**config.mk**
```make
export PLATFORM = sky130hd
export DESIGN_NAME = bios_keyboard_ring_buffer
export DESIGN_NICKNAME = d
export VERILOG_FILES = /design/src/hw/rtl/bkrb_pkg.sv /design/src/hw/rtl/bios_keyboard_ring_buffer.sv /design/src/hw/rtl/bkrb_ram.sv /design/src/hw/rtl/bkrb_ctrl.sv /design/src/hw/rtl/bkrb_dpath.sv
export SDC_FILE = /design/constraint.sdc
export NUM_CORES = 1
export LEC_CHECK = 0
export ABC_AREA = 1
export ABC_CLOCK_PERIOD_IN_PS = 3880
export BUFFER_PORTS_ARGS = -buffer_cell sky130_fd_sc_hd__buf_2
export CORE_UTILIZATION = 45
export DETAILED_ROUTE_END_ITERATION = 10
export PLACE_DENSITY_LB_ADDON = 0.25
export SYNTH_ARGS = -nofsm -noshare
export SYNTH_HDL_FRONTEND = slang
export SYNTH_SLANG_ARGS = --single-unit
```
**constraint.sdc**
```tcl
create_clock -name aclk -period 3.88 [get_ports aclk]
set_input_delay 0.97 -clock aclk [delete_from_list [all_inputs] [get_ports aclk]]
set_output_delay 0.97 -clock aclk [all_outputs]
set_load 0.005 [all_outputs]
```
**src/hw/rtl/bkrb_pkg.sv**
```systemverilog
`default_nettype none

package bkrb_pkg;

    localparam int STORE_DEPTH_DEF = 64;

    localparam int KEY_W       = 16;
    localparam int ACT_W       = 2;
    localparam int BUF_START_W = 6;
    localparam int BUF_END_W   = 7;
    localparam int CFG_IDX_W   = 2;
    localparam int CFG_DATA_W  = 7;

    localparam logic [BUF_END_W-1:0] BUF_END_RST = 7'd16;

    // input actions
    localparam logic [ACT_W-1:0] ACT_READ  = 2'd0;
    localparam logic [ACT_W-1:0] ACT_PEEK  = 2'd1;
    localparam logic [ACT_W-1:0] ACT_STORE = 2'd2;
    localparam logic [ACT_W-1:0] ACT_NONE  = 2'd3;

    // configuration register indexes
    localparam logic [CFG_IDX_W-1:0] CFG_REG_START = 2'd0;
    localparam logic [CFG_IDX_W-1:0] CFG_REG_END   = 2'd1;

    // translation constants
    localparam logic [15:0] KEY_E0_PLAIN     = 16'h00e0;
    localparam logic [7:0]  CH_EXT           = 8'he0;
    localparam logic [7:0]  SC_ALT_AT        = 8'h23;
    localparam logic [7:0]  SC_DITCH_MIN     = 8'h85;
    localparam logic [15:0] KEY_KP_SLASH     = 16'he02f;
    localparam logic [15:0] KEY_KP_SLASH_OLD = 16'h352f;
    localparam logic [15:0] KEY_KP_ENTER     = 16'he00d;
    localparam logic [15:0] KEY_KP_CTL_ENTER = 16'he00a;
    localparam logic [7:0]  SC_ENTER         = 8'h1c;
    localparam logic [7:0]  SC_KP_MINUS      = 8'h4a;
    localparam logic [7:0]  SC_KP_PLUS       = 8'h4e;
    localparam logic [7:0]  SC_KP_STAR       = 8'h37;

    typedef struct packed {
        logic              ok;
        logic [KEY_W-1:0]  key;
    } xlat_t;

    typedef struct packed {
        logic item_load;
        logic store_do;
        logic res_none;
        logic res_empty;
        logic eval_do;
        logic out_load;
    } ctrl_cmd_t;

    typedef struct packed {
        logic busy;
        logic ring_empty;
        logic steps_done;
        logic key_ok;
    } dp_status_t;

    // Map a key to the old keyboard's codes; ok low means drop the key.
    function automatic xlat_t key_translate(input logic [KEY_W-1:0] key);
        xlat_t      r;
        logic [7:0] sc;
        logic [7:0] ch;
        logic       ditch_list;
        sc = key[15:8];
        ch = key[7:0];
        ditch_list = (sc == 8'h01) || (sc == 8'h0e) ||
                     (sc >= 8'h1a && sc <= SC_ENTER) ||
                     (sc >= 8'h27 && sc <= 8'h29) || (sc == 8'h2b) ||
                     (sc >= 8'h33 && sc <= 8'h35) || (sc == SC_KP_STAR) ||
                     (sc == SC_KP_MINUS) || (sc == 8'h4c) || (sc == SC_KP_PLUS);
        r.ok  = 1'b1;
        r.key = key;
        if (key == KEY_E0_PLAIN) begin
            r.key = key;
        end else if (ch == CH_EXT) begin
            if (sc == SC_ALT_AT) begin
                r.key = KEY_E0_PLAIN;
            end else if (sc >= SC_DITCH_MIN) begin
                r.ok = 1'b0;
            end else begin
                r.key = {sc, 8'h00};
            end
        end else if (ch == 8'h00 && ditch_list) begin
            r.ok = 1'b0;
        end else if (key == KEY_KP_SLASH) begin
            r.key = KEY_KP_SLASH_OLD;
        end else if (key == KEY_KP_ENTER || key == KEY_KP_CTL_ENTER) begin
            r.key = {SC_ENTER, ch};
        end else if (sc >= SC_DITCH_MIN) begin
            r.ok = 1'b0;
        end
        return r;
    endfunction

endpackage

`default_nettype wire

```
**src/hw/rtl/bios_keyboard_ring_buffer.sv**
```systemverilog
// Keyboard ring buffer of 16-bit key words with BIOS-style read, peek and store.
// Input channel (s_valid/s_ready): one item carries an action, the extended flag and a
// key code. Every item gives exactly one result on the m_ channel (m_valid/m_ready):
// the head key for a read or peek, an empty flag, a refused store's full flag, or zeros.
// Configuration channel (cfg_valid/cfg_ready): index 0 writes the ring start, index 1
// the wrap point; write only while no item is in flight.
// Sequence: an unused action goes straight to the output state; a store passes through
// the store state; a read or peek alternates a fetch state and an evaluate state,
// going round again for each ditched key that is skipped (up to STORE_DEPTH of
// them). The skip walk reads the key store through its single registered read port;
// one item is worked on at a time, and the next item is taken once the control is
// back in idle after the result is loaded.
// The result sits in an output register: the next item is accepted while it waits,
// and a stalled receiver only blocks that item's completion.
// Reset: head and tail at entry 0, start 0, wrap point 16; key store contents undefined.
// After a start write the input is held off while the start is reduced modulo the
// store depth.
`default_nettype none

module bios_keyboard_ring_buffer #(
    parameter int STORE_DEPTH = bkrb_pkg::STORE_DEPTH_DEF
) (
    input  wire logic                              aclk,
    input  wire logic                              aresetn,
    input  wire logic                              s_valid,
    output logic                                   s_ready,
    input  wire logic [bkrb_pkg::ACT_W-1:0]        s_action,
    input  wire logic                              s_extended,
    input  wire logic [bkrb_pkg::KEY_W-1:0]        s_key_code,
    output logic                                   m_valid,
    input  wire logic                              m_ready,
    output logic      [bkrb_pkg::KEY_W-1:0]        m_key_out,
    output logic                                   m_empty_res,
    output logic                                   m_full_res,
    input  wire logic                              cfg_valid,
    output logic                                   cfg_ready,
    input  wire logic [bkrb_pkg::CFG_IDX_W-1:0]    cfg_index,
    input  wire logic [bkrb_pkg::CFG_DATA_W-1:0]   cfg_data
);

    bkrb_pkg::ctrl_cmd_t  cmd;
    bkrb_pkg::dp_status_t status;
    logic                 cfg_we;

    assign cfg_ready = 1'b1;
    assign cfg_we    = cfg_valid && cfg_ready;

    bkrb_ctrl u_ctrl (
        .aclk     (aclk),
        .aresetn  (aresetn),
        .s_valid  (s_valid),
        .s_ready  (s_ready),
        .s_action (s_action),
        .m_valid  (m_valid),
        .m_ready  (m_ready),
        .status   (status),
        .cmd      (cmd)
    );

    bkrb_dpath #(
        .STORE_DEPTH (STORE_DEPTH)
    ) u_dpath (
        .aclk        (aclk),
        .aresetn     (aresetn),
        .cmd         (cmd),
        .status      (status),
        .s_action    (s_action),
        .s_extended  (s_extended),
        .s_key_code  (s_key_code),
        .cfg_we      (cfg_we),
        .cfg_index   (cfg_index),
        .cfg_data    (cfg_data),
        .m_key_out   (m_key_out),
        .m_empty_res (m_empty_res),
        .m_full_res  (m_full_res)
    );

    a_empty_no_key: assert property (@(posedge aclk) disable iff (!aresetn)
        m_valid && m_empty_res |-> (m_key_out == '0) && !m_full_res)
        else $error("empty result carries a key or a full flag");

    a_full_no_key: assert property (@(posedge aclk) disable iff (!aresetn)
        m_valid && m_full_res |-> (m_key_out == '0))
        else $error("refused store carries a key");

    a_one_at_a_time: assert property (@(posedge aclk) disable iff (!aresetn)
        s_valid && s_ready |=> !s_ready)
        else $error("input taken while an item is still being worked on");

endmodule

`default_nettype wire

```
**src/hw/rtl/bkrb_ram.sv**
```systemverilog
`default_nettype none

module bkrb_ram #(
    parameter int WIDTH = 16,
    parameter int DEPTH = 64
) (
    input  wire logic                     aclk,
    input  wire logic                     we,
    input  wire logic [$clog2(DEPTH)-1:0] waddr,
    input  wire logic [WIDTH-1:0]         wdata,
    input  wire logic [$clog2(DEPTH)-1:0] raddr,
    output logic      [WIDTH-1:0]         rdata
);

    logic [WIDTH-1:0] mem [DEPTH];
    logic [WIDTH-1:0] rdata_reg;

    always_ff @(posedge aclk) begin
        if (we) begin
            mem[waddr] <= wdata;
        end
        rdata_reg <= mem[raddr];
    end

    assign rdata = rdata_reg;

endmodule

`default_nettype wire

```
**src/hw/rtl/bkrb_ctrl.sv**
```systemverilog
`default_nettype none

module bkrb_ctrl (
    input  wire logic                         aclk,
    input  wire logic                         aresetn,
    input  wire logic                         s_valid,
    output logic                              s_ready,
    input  wire logic [bkrb_pkg::ACT_W-1:0]   s_action,
    output logic                              m_valid,
    input  wire logic                         m_ready,
    input  wire bkrb_pkg::dp_status_t         status,
    output bkrb_pkg::ctrl_cmd_t               cmd
);

    localparam logic [2:0] ST_IDLE  = 3'd0;
    localparam logic [2:0] ST_STORE = 3'd1;
    localparam logic [2:0] ST_READ  = 3'd2;
    localparam logic [2:0] ST_EVAL  = 3'd3;
    localparam logic [2:0] ST_OUT   = 3'd4;

    logic [2:0] state_reg, state_next;
    logic       m_valid_reg, m_valid_next;
    logic       accept;
    logic       out_free;

    assign s_ready  = (state_reg == ST_IDLE) && !status.busy;
    assign accept   = s_valid && s_ready;
    assign out_free = !m_valid_reg || m_ready;

    always_comb begin
        state_next = state_reg;
        cmd        = '0;
        unique case (state_reg)
            ST_IDLE: begin
                if (accept) begin
                    cmd.item_load = 1'b1;
                    priority if (s_action == bkrb_pkg::ACT_STORE) begin
                        state_next = ST_STORE;
                    end else if (s_action == bkrb_pkg::ACT_NONE) begin
                        cmd.res_none = 1'b1;
                        state_next   = ST_OUT;
                    end else begin
                        state_next = ST_READ;
                    end
                end
            end
            ST_STORE: begin
                cmd.store_do = 1'b1;
                state_next   = ST_OUT;
            end
            ST_READ: begin
                // head entry is fetched this cycle; give up on empty or skip bound
                if (status.ring_empty || status.steps_done) begin
                    cmd.res_empty = 1'b1;
                    state_next    = ST_OUT;
                end else begin
                    state_next = ST_EVAL;
                end
            end
            ST_EVAL: begin
                cmd.eval_do = 1'b1;
                state_next  = status.key_ok ? ST_OUT : ST_READ;
            end
            ST_OUT: begin
                if (out_free) begin
                    cmd.out_load = 1'b1;
                    state_next   = ST_IDLE;
                end
            end
            default: begin
                state_next = ST_IDLE;
            end
        endcase
    end

    always_comb begin
        m_valid_next = m_valid_reg;
        if (cmd.out_load) begin
            m_valid_next = 1'b1;
        end else if (m_ready) begin
            m_valid_next = 1'b0;
        end
    end

    always_ff @(posedge aclk) begin
        if (!aresetn) begin
            state_reg   <= ST_IDLE;
            m_valid_reg <= 1'b0;
        end else begin
            state_reg   <= state_next;
            m_valid_reg <= m_valid_next;
        end
    end

    assign m_valid = m_valid_reg;

endmodule

`default_nettype wire

```
**src/hw/rtl/bkrb_dpath.sv**
```systemverilog
`default_nettype none

module bkrb_dpath #(
    parameter int STORE_DEPTH = bkrb_pkg::STORE_DEPTH_DEF
) (
    input  wire logic                              aclk,
    input  wire logic                              aresetn,
    input  wire bkrb_pkg::ctrl_cmd_t               cmd,
    output bkrb_pkg::dp_status_t                   status,
    input  wire logic [bkrb_pkg::ACT_W-1:0]        s_action,
    input  wire logic                              s_extended,
    input  wire logic [bkrb_pkg::KEY_W-1:0]        s_key_code,
    input  wire logic                              cfg_we,
    input  wire logic [bkrb_pkg::CFG_IDX_W-1:0]    cfg_index,
    input  wire logic [bkrb_pkg::CFG_DATA_W-1:0]   cfg_data,
    output logic      [bkrb_pkg::KEY_W-1:0]        m_key_out,
    output logic                                   m_empty_res,
    output logic                                   m_full_res
);

    localparam int PW = $clog2(STORE_DEPTH);
    localparam int CW = (PW + 1 > bkrb_pkg::BUF_END_W) ? PW + 1 : bkrb_pkg::BUF_END_W;
    localparam int SW = (PW + 1 > bkrb_pkg::BUF_START_W) ? PW + 1 : bkrb_pkg::BUF_START_W;
    localparam logic [CW-1:0] DEPTH_C   = CW'(STORE_DEPTH);
    localparam logic [SW-1:0] DEPTH_S   = SW'(STORE_DEPTH);
    localparam logic [PW:0]   STEPS_MAX = (PW + 1)'(STORE_DEPTH);

    localparam int KW = bkrb_pkg::KEY_W;

    logic [SW-1:0]                     start_work_reg, start_work_next;
    logic [bkrb_pkg::BUF_END_W-1:0]    end_reg, end_next;
    logic [PW-1:0]                     head_reg, head_next;
    logic [PW-1:0]                     tail_reg, tail_next;
    logic [PW:0]                       steps_reg, steps_next;
    logic [bkrb_pkg::ACT_W-1:0]        act_reg, act_next;
    logic                              ext_reg, ext_next;
    logic [KW-1:0]                     code_reg, code_next;
    logic [KW-1:0]                     res_key_reg, res_key_next;
    logic                              res_empty_reg, res_empty_next;
    logic                              res_full_reg, res_full_next;
    logic [KW-1:0]                     out_key_reg, out_key_next;
    logic                              out_empty_reg, out_empty_next;
    logic                              out_full_reg, out_full_next;

    logic                              start_busy;
    logic [PW-1:0]                     start_mod;
    logic [PW-1:0]                     head_adv;
    logic [PW-1:0]                     tail_adv;
    logic                              ring_full;
    logic                              ram_we;
    logic [KW-1:0]                     ram_rdata;
    bkrb_pkg::xlat_t                   xl;
    logic                              key_ok;
    logic [KW-1:0]                     key_sel;

    function automatic logic [PW-1:0] ring_next(
        input logic [PW-1:0]                  p,
        input logic [bkrb_pkg::BUF_END_W-1:0] e,
        input logic [PW-1:0]                  s
    );
        logic [CW-1:0] n;
        n = CW'(p) + CW'(1);
        if (n == CW'(e)) begin
            return s;
        end else if (n >= DEPTH_C) begin
            return '0;
        end
        return n[PW-1:0];
    endfunction

    // start is reduced modulo the store depth by repeated subtraction
    assign start_busy = (start_work_reg >= DEPTH_S);
    assign start_mod  = start_work_reg[PW-1:0];

    assign head_adv  = ring_next(head_reg, end_reg, start_mod);
    assign tail_adv  = ring_next(tail_reg, end_reg, start_mod);
    assign ring_full = (tail_adv == head_reg);
    assign ram_we    = cmd.store_do && !ring_full;

    bkrb_ram #(
        .WIDTH (KW),
        .DEPTH (STORE_DEPTH)
    ) u_store (
        .aclk  (aclk),
        .we    (ram_we),
        .waddr (tail_reg),
        .wdata (code_reg),
        .raddr (head_reg),
        .rdata (ram_rdata)
    );

    assign xl      = bkrb_pkg::key_translate(ram_rdata);
    assign key_ok  = ext_reg || xl.ok;
    assign key_sel = ext_reg ? ram_rdata : xl.key;

    assign status.busy       = start_busy;
    assign status.ring_empty = (head_reg == tail_reg);
    assign status.steps_done = (steps_reg == STEPS_MAX);
    assign status.key_ok     = key_ok;

    always_comb begin
        start_work_next = start_work_reg;
        end_next        = end_reg;
        if (start_busy) begin
            start_work_next = start_work_reg - DEPTH_S;
        end
        if (cfg_we) begin
            if (cfg_index == bkrb_pkg::CFG_REG_START) begin
                start_work_next = SW'(cfg_data[bkrb_pkg::BUF_START_W-1:0]);
            end else if (cfg_index == bkrb_pkg::CFG_REG_END) begin
                end_next = cfg_data[bkrb_pkg::BUF_END_W-1:0];
            end
        end
    end

    always_comb begin
        head_next      = head_reg;
        tail_next      = tail_reg;
        steps_next     = steps_reg;
        act_next       = act_reg;
        ext_next       = ext_reg;
        code_next      = code_reg;
        res_key_next   = res_key_reg;
        res_empty_next = res_empty_reg;
        res_full_next  = res_full_reg;
        out_key_next   = out_key_reg;
        out_empty_next = out_empty_reg;
        out_full_next  = out_full_reg;

        if (cmd.item_load) begin
            act_next   = s_action;
            ext_next   = s_extended;
            code_next  = s_key_code;
            steps_next = '0;
        end
        if (cmd.res_none) begin
            res_key_next   = '0;
            res_empty_next = 1'b0;
            res_full_next  = 1'b0;
        end
        if (cmd.store_do) begin
            res_key_next   = '0;
            res_empty_next = 1'b0;
            res_full_next  = ring_full;
            if (!ring_full) begin
                tail_next = tail_adv;
            end
        end
        if (cmd.res_empty) begin
            res_key_next   = '0;
            res_empty_next = 1'b1;
            res_full_next  = 1'b0;
        end
        if (cmd.eval_do) begin
            if (key_ok) begin
                res_key_next   = key_sel;
                res_empty_next = 1'b0;
                res_full_next  = 1'b0;
                if (act_reg == bkrb_pkg::ACT_READ) begin
                    head_next = head_adv;
                end
            end else begin
                // drop the ditched key and move on
                head_next  = head_adv;
                steps_next = steps_reg + (PW + 1)'(1);
            end
        end
        if (cmd.out_load) begin
            out_key_next   = res_key_reg;
            out_empty_next = res_empty_reg;
            out_full_next  = res_full_reg;
        end
    end

    always_ff @(posedge aclk) begin
        if (!aresetn) begin
            start_work_reg <= '0;
            end_reg        <= bkrb_pkg::BUF_END_RST;
            head_reg       <= '0;
            tail_reg       <= '0;
            steps_reg      <= '0;
        end else begin
            start_work_reg <= start_work_next;
            end_reg        <= end_next;
            head_reg       <= head_next;
            tail_reg       <= tail_next;
            steps_reg      <= steps_next;
        end
    end

    always_ff @(posedge aclk) begin
        act_reg       <= act_next;
        ext_reg       <= ext_next;
        code_reg      <= code_next;
        res_key_reg   <= res_key_next;
        res_empty_reg <= res_empty_next;
        res_full_reg  <= res_full_next;
        out_key_reg   <= out_key_next;
        out_empty_reg <= out_empty_next;
        out_full_reg  <= out_full_next;
    end

    assign m_key_out   = out_key_reg;
    assign m_empty_res = out_empty_reg;
    assign m_full_res  = out_full_reg;

endmodule

`default_nettype wire

```
==> flow_summary.toml, run 1 <==
[worst_setup_path]
cp-endpoint = "u_dpath.u_store.mem[44][5]$_DFFE_PP_"
worstSetupPathType = "flop to flop"
cp-end-kind = "flop"
r2r-end = "u_dpath.u_store.mem[44][5]$_DFFE_PP_"
crit_path_start = "u_dpath.tail_reg[3]$_SDFFE_PN0P_"
r2r_slack_ns = 0.41
cp-start-kind = "flop"
worstPathRequired_ns = 4.26
cp_max_fo = 13
ff2ff_path_depth = 19
arrival_ns = 3.86
reg2reg_from = "u_dpath.tail_reg[3]$_SDFFE_PN0P_"

[logic_synthesis]
netlist_top_cells_count = "1,061 x edfxtp_1, 782 x nor2_1, 676 x o21ai_0"
synth_area_leaders = "edfxtp_1 70%, o21ai_0 7.5%, nor2_1 6.5%"
ys_seq_area_share_pct = 73.6
synth_nets = 3699
ys_ff_latch = 1132
synth_flop_cell = "edfxtp_1"
synthArstFlopShare_pct = 0
yosysTopAreaCell = "edfxtp_1"
synth_top_area_share_pct = 70.5
yosysMostFrequentCell = "edfxtp_1"
synth_edf_count = 1061
netlist_area_mm2 = 0.0452
synth_cell_types = 44
ys_warn_count = 0
syn_inst = 3662
synth.avg_cell_area_um2 = 12.3

[global_routing]
met2_usage_pct = 39.8
gr-usage-met3_pct = 4.66
grt_pass1_wl_um = 192000
grt_max_degree = 112
grt_overflow = 0
grt_pass1_vias = 28600
gr-usage-met1_pct = 36.0
grt_usage_pct = 25.7
antenna_found_initial = 3
grt_busiest_layer = "met2"

[clock_network]
clock_latency_ns = 0.70
post_cts_buffers = 0
clk_pin_slew_ns = 0.06
ctsHoldBuffers = 0
cts_tree = "built"
numCtsBuffers = 111
cts.repair.resized = 0
cts_sinks = 1132
cts_buffer_depth = 3
cts_root_buf = "clkbuf_16"
htree_levels = 3

[timing]
rsz0062_at_grt = "no"
fin_skew_ns = 0.0454
min_period_over_period_pct = 89.5
min_period_ns = 3.47
final.setup.tns_ns = 0
setup_viol = 0
fmax_mhz = 288
slew_headroom_pct = 21.6
finalHoldViolCount = 0
finalMaxSlewViolations = 0
worst_slack_ns = 0.408
tightestPinTransition_ns = 1.18

[drt]
drtPass1Iterations = 7
drc = 0
drtAntennaViolNets = 0
drtIter0Drc = 4434
routed_via_density = 5.97
routed_wl_um = 133000
vias = 30500
avgRoutedWirePerCell_um = 26.0

[pwr]
power_density_mw_per_mm2 = 478
peakVddDrop_v = 0.000369
p_leak_nw = 17.2

[die]
row_count = 115
fp.dieW_um = 319
dieArea_mm2 = 0.102
start_util_pct = 45.7
core-area_mm2 = 0.0990
die_y_um = 319
num_io_pins = 54

[finish]
fillers = 8349
antenna_cells = 0
largest_register = "u_dpath.u_store.mem"
drive_gt1_share_pct = 10.7
multi_input_area_mm2 = 0.0107
synthToLayoutAreaGrowth_pct = 12.8
largest_reg_flops = 1024
fin_nets = 3763
register_area_mm2 = 0.0333

[placement]
routabilityCongestion = 0.935
preCtsSetupSlack_ns = 0.487
io_buffers = 52
hpwl_um = 79800

[min_path]
hp-class = "flop to flop"

[run]
cap_violations = 0

[outcome]
status = "finished clean"
through the flow:
step | cell area [µm²] | power [mW] | hold WS [ns] | cells | util (%)
floorplan | 45200 | 13.9 | 0.409 | 3662 | -
global placement | 47500 | 14.2 | 0.415 | 4900 | 48.0
detailed placement | 47500 | 14.2 | 0.418 | 4900 | 48.0
CTS | 51000 | 24.5 | 0.431 | 5107 | 51.5
global route | 51000 | 25.0 | 0.443 | 5107 | 51.5
finish | 51000 | 24.4 | 0.432 | 5107 | 51.5
layout make-up:
| class | count | area share, % |
|---|---|---|
| flip-flops and latches | 1132 | 65.3 |
| inverters | 81 | 0.640 |
| clock inverters | 62 | 0.918 |
| clock buffers | 145 | 5.98 |
| repair buffers | 200 | 3.08 |
| well taps | 1287 | 3.16 |
| multi-input cells | 2200 | 20.9 |
layout by cell type (no fill, tap or decap), types with 5 or more instances in the layout:
master / n
nand2_4: 8
clkinv_2: 21
edfxtp_1: 1061
nor2_1: 782
nand4_1: 30
clkinv_1: 25
o221ai_1: 35
clkbuf_8: 6
o21ai_0: 676
o22ai_1: 283
bufinv_16: 5
nand3_1: 59
buf_4: 132
clkinvlp_4: 7
a21oi_1: 34
o211ai_1: 20
xor2_1: 10
xnor2_1: 5
buf_2: 52
nand2_1: 188
inv_1: 70
clkbuf_16: 115
o32ai_1: 8
or2_2: 16
clkbuf_1: 24
nor3_1: 8
dfxtp_1: 66
buf_12: 16
cell families (layout without fill, tap and decap cells):
group	count (synthesis)	in the layout	synth area share (%)
other	2	2	0.0166
buffers and inverters	330	488	2.78
DFF	1132	1132	73.6
AOI/OAI and AO/OA	1076	1076	13.3
and+or+nand+nor	1102	1102	9.85
xor gates and xnor gates	16	16	0.327
adders and majority gates	4	4	0.111
how the worst min path moves through the flow:
stage / end / from / depth (start not counted) / slack, ns
3_3_place_gp: u_dpath.m_key_out[2]$_DFFE_PP_ / u_dpath.res_key_reg[2]$_DFF_P_ / 0 / 0.41
2_1_floorplan: u_dpath.m_full_res$_DFFE_PP_ / u_dpath.res_full_reg$_DFF_P_ / 0 / 0.41
3_5_place_dp: u_dpath.m_key_out[4]$_DFFE_PP_ / u_dpath.res_key_reg[4]$_DFF_P_ / 0 / 0.42
5_1_grt: u_dpath.m_key_out[3]$_DFFE_PP_ / u_dpath.res_key_reg[3]$_DFF_P_ / 0 / 0.44
4_1_cts: u_dpath.code_reg[10]$_DFFE_PP_ / s_key_code[10] / 1 / 0.43
6_report: u_dpath.m_key_out[4]$_DFFE_PP_ / u_dpath.res_key_reg[4]$_DFF_P_ / 0 / 0.43
critical path, cell delays in order, from the launching register on:
cell and delay, ns:
dfxtp_1 0.53, nand3_2 0.30, nor2_1 0.21, nand2_1 0.07
nand2_1 0.07, nand2_1 0.09, nor2_4 0.16, nand3_4 0.13
inv_2 0.08, nand2_1 0.06, nand2_1 0.09, nand2_1 0.06
nand2_1 0.08, nor2_1 0.05, nand3_2 0.06, nand2_2 0.12
inv_6 0.18, nand2_4 0.22, nor2_1 0.34, buf_4 0.28
routing by layer:
metal | routed length [µm] | vias to the layer above
met5 | 13 | -
met4 | 5130 | 2
met3 | 13000 | 268
met2 | 60400 | 1692
met1 | 54200 | 14900
li1 | - | 13600
power by group:
part           internal [mW]  switching (mW)  leakage (nW)  total, mW
registers               13.4          0.0479          10.1       13.4
clock network           5.86            4.59          1.71       10.5
logic                  0.107           0.417          5.36      0.524
Power figures use the tool's default switching activity.
==> run 2, diff against run 1 <==
- REMOVE_ABC_BUFFERS: not set -> 1
==> flow_summary.toml, run 2 (same netlist as run 1, synthesis figures left out) <==
[finish]
register_area_mm2 = 0.0333
synthToLayoutAreaGrowth_pct = 13.4
drive_gt1_share_pct = 10.7
largest_reg_flops = 1024
fillers = 8384
largest_register = "u_dpath.u_store.mem"
fin_util_pct = 51.8
fin_nets = 3761
final_cell_mix = "1,061 x edfxtp_1, 782 x nor2_1, 676 x o21ai_0"
layout_commonest_cell = "edfxtp_1"
multi_input_area_mm2 = 0.0107

[clock_network]
cts_sinks = 1132
clock_latency_ns = 0.72
ctsHoldBuffers = 0
post_cts_buffers = 0
cts_buffer_depth = 3
cts_root_buf = "clkbuf_16"
clk_pin_slew_ns = 0.07
htree_levels = 3
cts_tree = "built"
cts.repair.resized = 0
numCtsBuffers = 113

[placement]
hpwl_um = 79800
io_buffers = 52
preCtsSetupSlack_ns = 0.503
routabilityCongestion = 0.941

[pwr]
p_seq_share_pct = 53.9
p_int_mw = 19.7
power_density_mw_per_mm2 = 486
peakVddDrop_v = 0.000410
p_sw_share_pct = 20.8
pwr-share-clk_pct = 44.0
comb_power_share_pct = 2.1
p_leak_nw = 17.3
power.switching_mw = 5.19
p_total_mw = 24.9

[die]
dieArea_mm2 = 0.102
num_io_pins = 54
core-area_mm2 = 0.0990
row_count = 115
die_y_um = 319
start_util_pct = 45.7
fp.dieW_um = 319

[worst_setup_path]
crit_path_frequent_cell = "nand2_1"
reg2reg_from = "u_dpath.tail_reg[3]$_SDFFE_PN0P_"
r2r_slack_ns = 0.41
cp_max_fo = 11
ff2ff_path_depth = 19
cpPeakStageDelay_ns = 0.54
cp-start-kind = "flop"
cp_slowest_cell = "dfxtp_1"
worstSetupPathType = "flop to flop"
r2r-end = "u_dpath.u_store.mem[4][8]$_DFFE_PP_"
cp-end-kind = "flop"
arrival_ns = 3.87
path_cells = "nand3_2 -> nor2_1 -> nand2_1 -> nand2_1 -> nand2_1 -> nor2_4 -> nand3_4 -> inv_2 -> nand2_1 -> nand2_1 -> nand2_1 -> nand2_1 -> nor2_1 -> nand3_2 -> nand2_2 -> inv_6 -> nand2_4 -> nor2_1 -> buf_4"
worstPathRequired_ns = 4.27

[outcome]
status = "finished clean"

[global_routing]
grt_pass1_wl_um = 191000
grt_pass1_vias = 28600
grt_overflow = 0
grt_max_degree = 129
grt_usage_pct = 25.6
antenna_found_initial = 6

[drt]
drtIter0Drc = 4314
routed_via_density = 5.97
drc = 0
routed_wl_um = 132000
vias = 30500
avgRoutedWirePerCell_um = 25.8
drtPass1Iterations = 6
drtAntennaViolNets = 0

[min_path]
hold_depth = 1
hp-start = "s_key_code[7]"
hp-class = "input pin to flop"
min_to = "u_dpath.code_reg[7]$_DFFE_PP_"

[run]
cap_violations = 0

[timing]
fin_hold_ws_ns = 0.437
min_period_ns = 3.47
rsz0062_at_grt = "no"
finalMaxSlewViolations = 0
setup_viol = 0
worst_slack_ns = 0.409
final.setup.tns_ns = 0
fmax_mhz = 288
finalHoldViolCount = 0
slew_headroom_pct = 17.4
tightestPinTransition_ns = 1.24
min_period_over_period_pct = 89.5
fin_skew_ns = 0.0396
-- run 2: changes by cell type in the layout (fill, tap and decap cells not counted), sizes merged --
| cell | change |
|---|---|
| bufinv | +7 |
| buf | -4 |
| clkinv | +1 |
| inv | +1 |
| diode | +1 |
| clkbuf | -6 |
-- run 2: routing by layer --
metal / routed length (µm) / part of all wire, % / global-route usage (%)
met5: 36 / 0.027 / 0
met1: 53500 / 41 / 35.4
met4: 4060 / 3.1 / 8.10
met2: 60600 / 46 / 39.9
met3: 13800 / 10 / 6.20
-- run 2: critical path: cells and delay by family, from the launching register on --
| kind | cells | cell delay, ns |
|---|---|---|
| buffers and inverters | 3 | 0.49 |
| DFF | 1 | 0.54 |
| and+or+nand+nor | 16 | 2.09 |
-- run 2: final cells by class --
| cell class | count | area share [%] |
|---|---|---|
| clock buffers | 139 | 5.77 |
| inverters | 81 | 0.637 |
| multi-input cells | 2200 | 20.8 |
| diodes | 1 | 0.00488 |
| clock inverters | 71 | 1.46 |
| well taps | 1287 | 3.14 |
| flip-flops and latches | 1132 | 65.0 |
| repair buffers | 196 | 3.18 |
-- run 2: stage by stage --
stage	std cells	instance area [µm²]
after floorplan	3413	44300
after global placement	4896	47500
after global routing	5106	51200
after detailed placement	4896	47500
final	5107	51200
after CTS	5106	51200
-- run 2: how the worst max path moves through the flow --
| stage | from | to | slack [ns] | cells after the start |
|---|---|---|---|---|
| after floorplan | u_dpath.head_reg[0]$_SDFFE_PN0P_ | u_dpath.u_store.mem[16][0]$_DFFE_PP_ | -15.44 | 9 |
| after global placement | u_dpath.tail_reg[3]$_SDFFE_PN0P_ | u_dpath.u_store.mem[5][3]$_DFFE_PP_ | 0.52 | 19 |
| after detailed placement | u_dpath.tail_reg[3]$_SDFFE_PN0P_ | u_dpath.u_store.mem[4][10]$_DFFE_PP_ | 0.50 | 19 |
| after CTS | u_dpath.tail_reg[3]$_SDFFE_PN0P_ | u_dpath.u_store.mem[4][1]$_DFFE_PP_ | 0.47 | 19 |
| after global routing | u_dpath.tail_reg[3]$_SDFFE_PN0P_ | u_dpath.u_store.mem[5][1]$_DFFE_PP_ | 0.13 | 19 |
| final | u_dpath.tail_reg[3]$_SDFFE_PN0P_ | u_dpath.u_store.mem[4][8]$_DFFE_PP_ | 0.41 | 19 |
-- run 2: power by group through the flow --
stage	sequential, mW	clock, mW	combinational, mW
finish	13.4	10.9	0.534
global route	13.4	11.5	0.562
CTS	13.4	11.0	0.527
detailed placement	13.7	0	0.526
global placement	13.7	0	0.525
floorplan	13.7	0	0.152
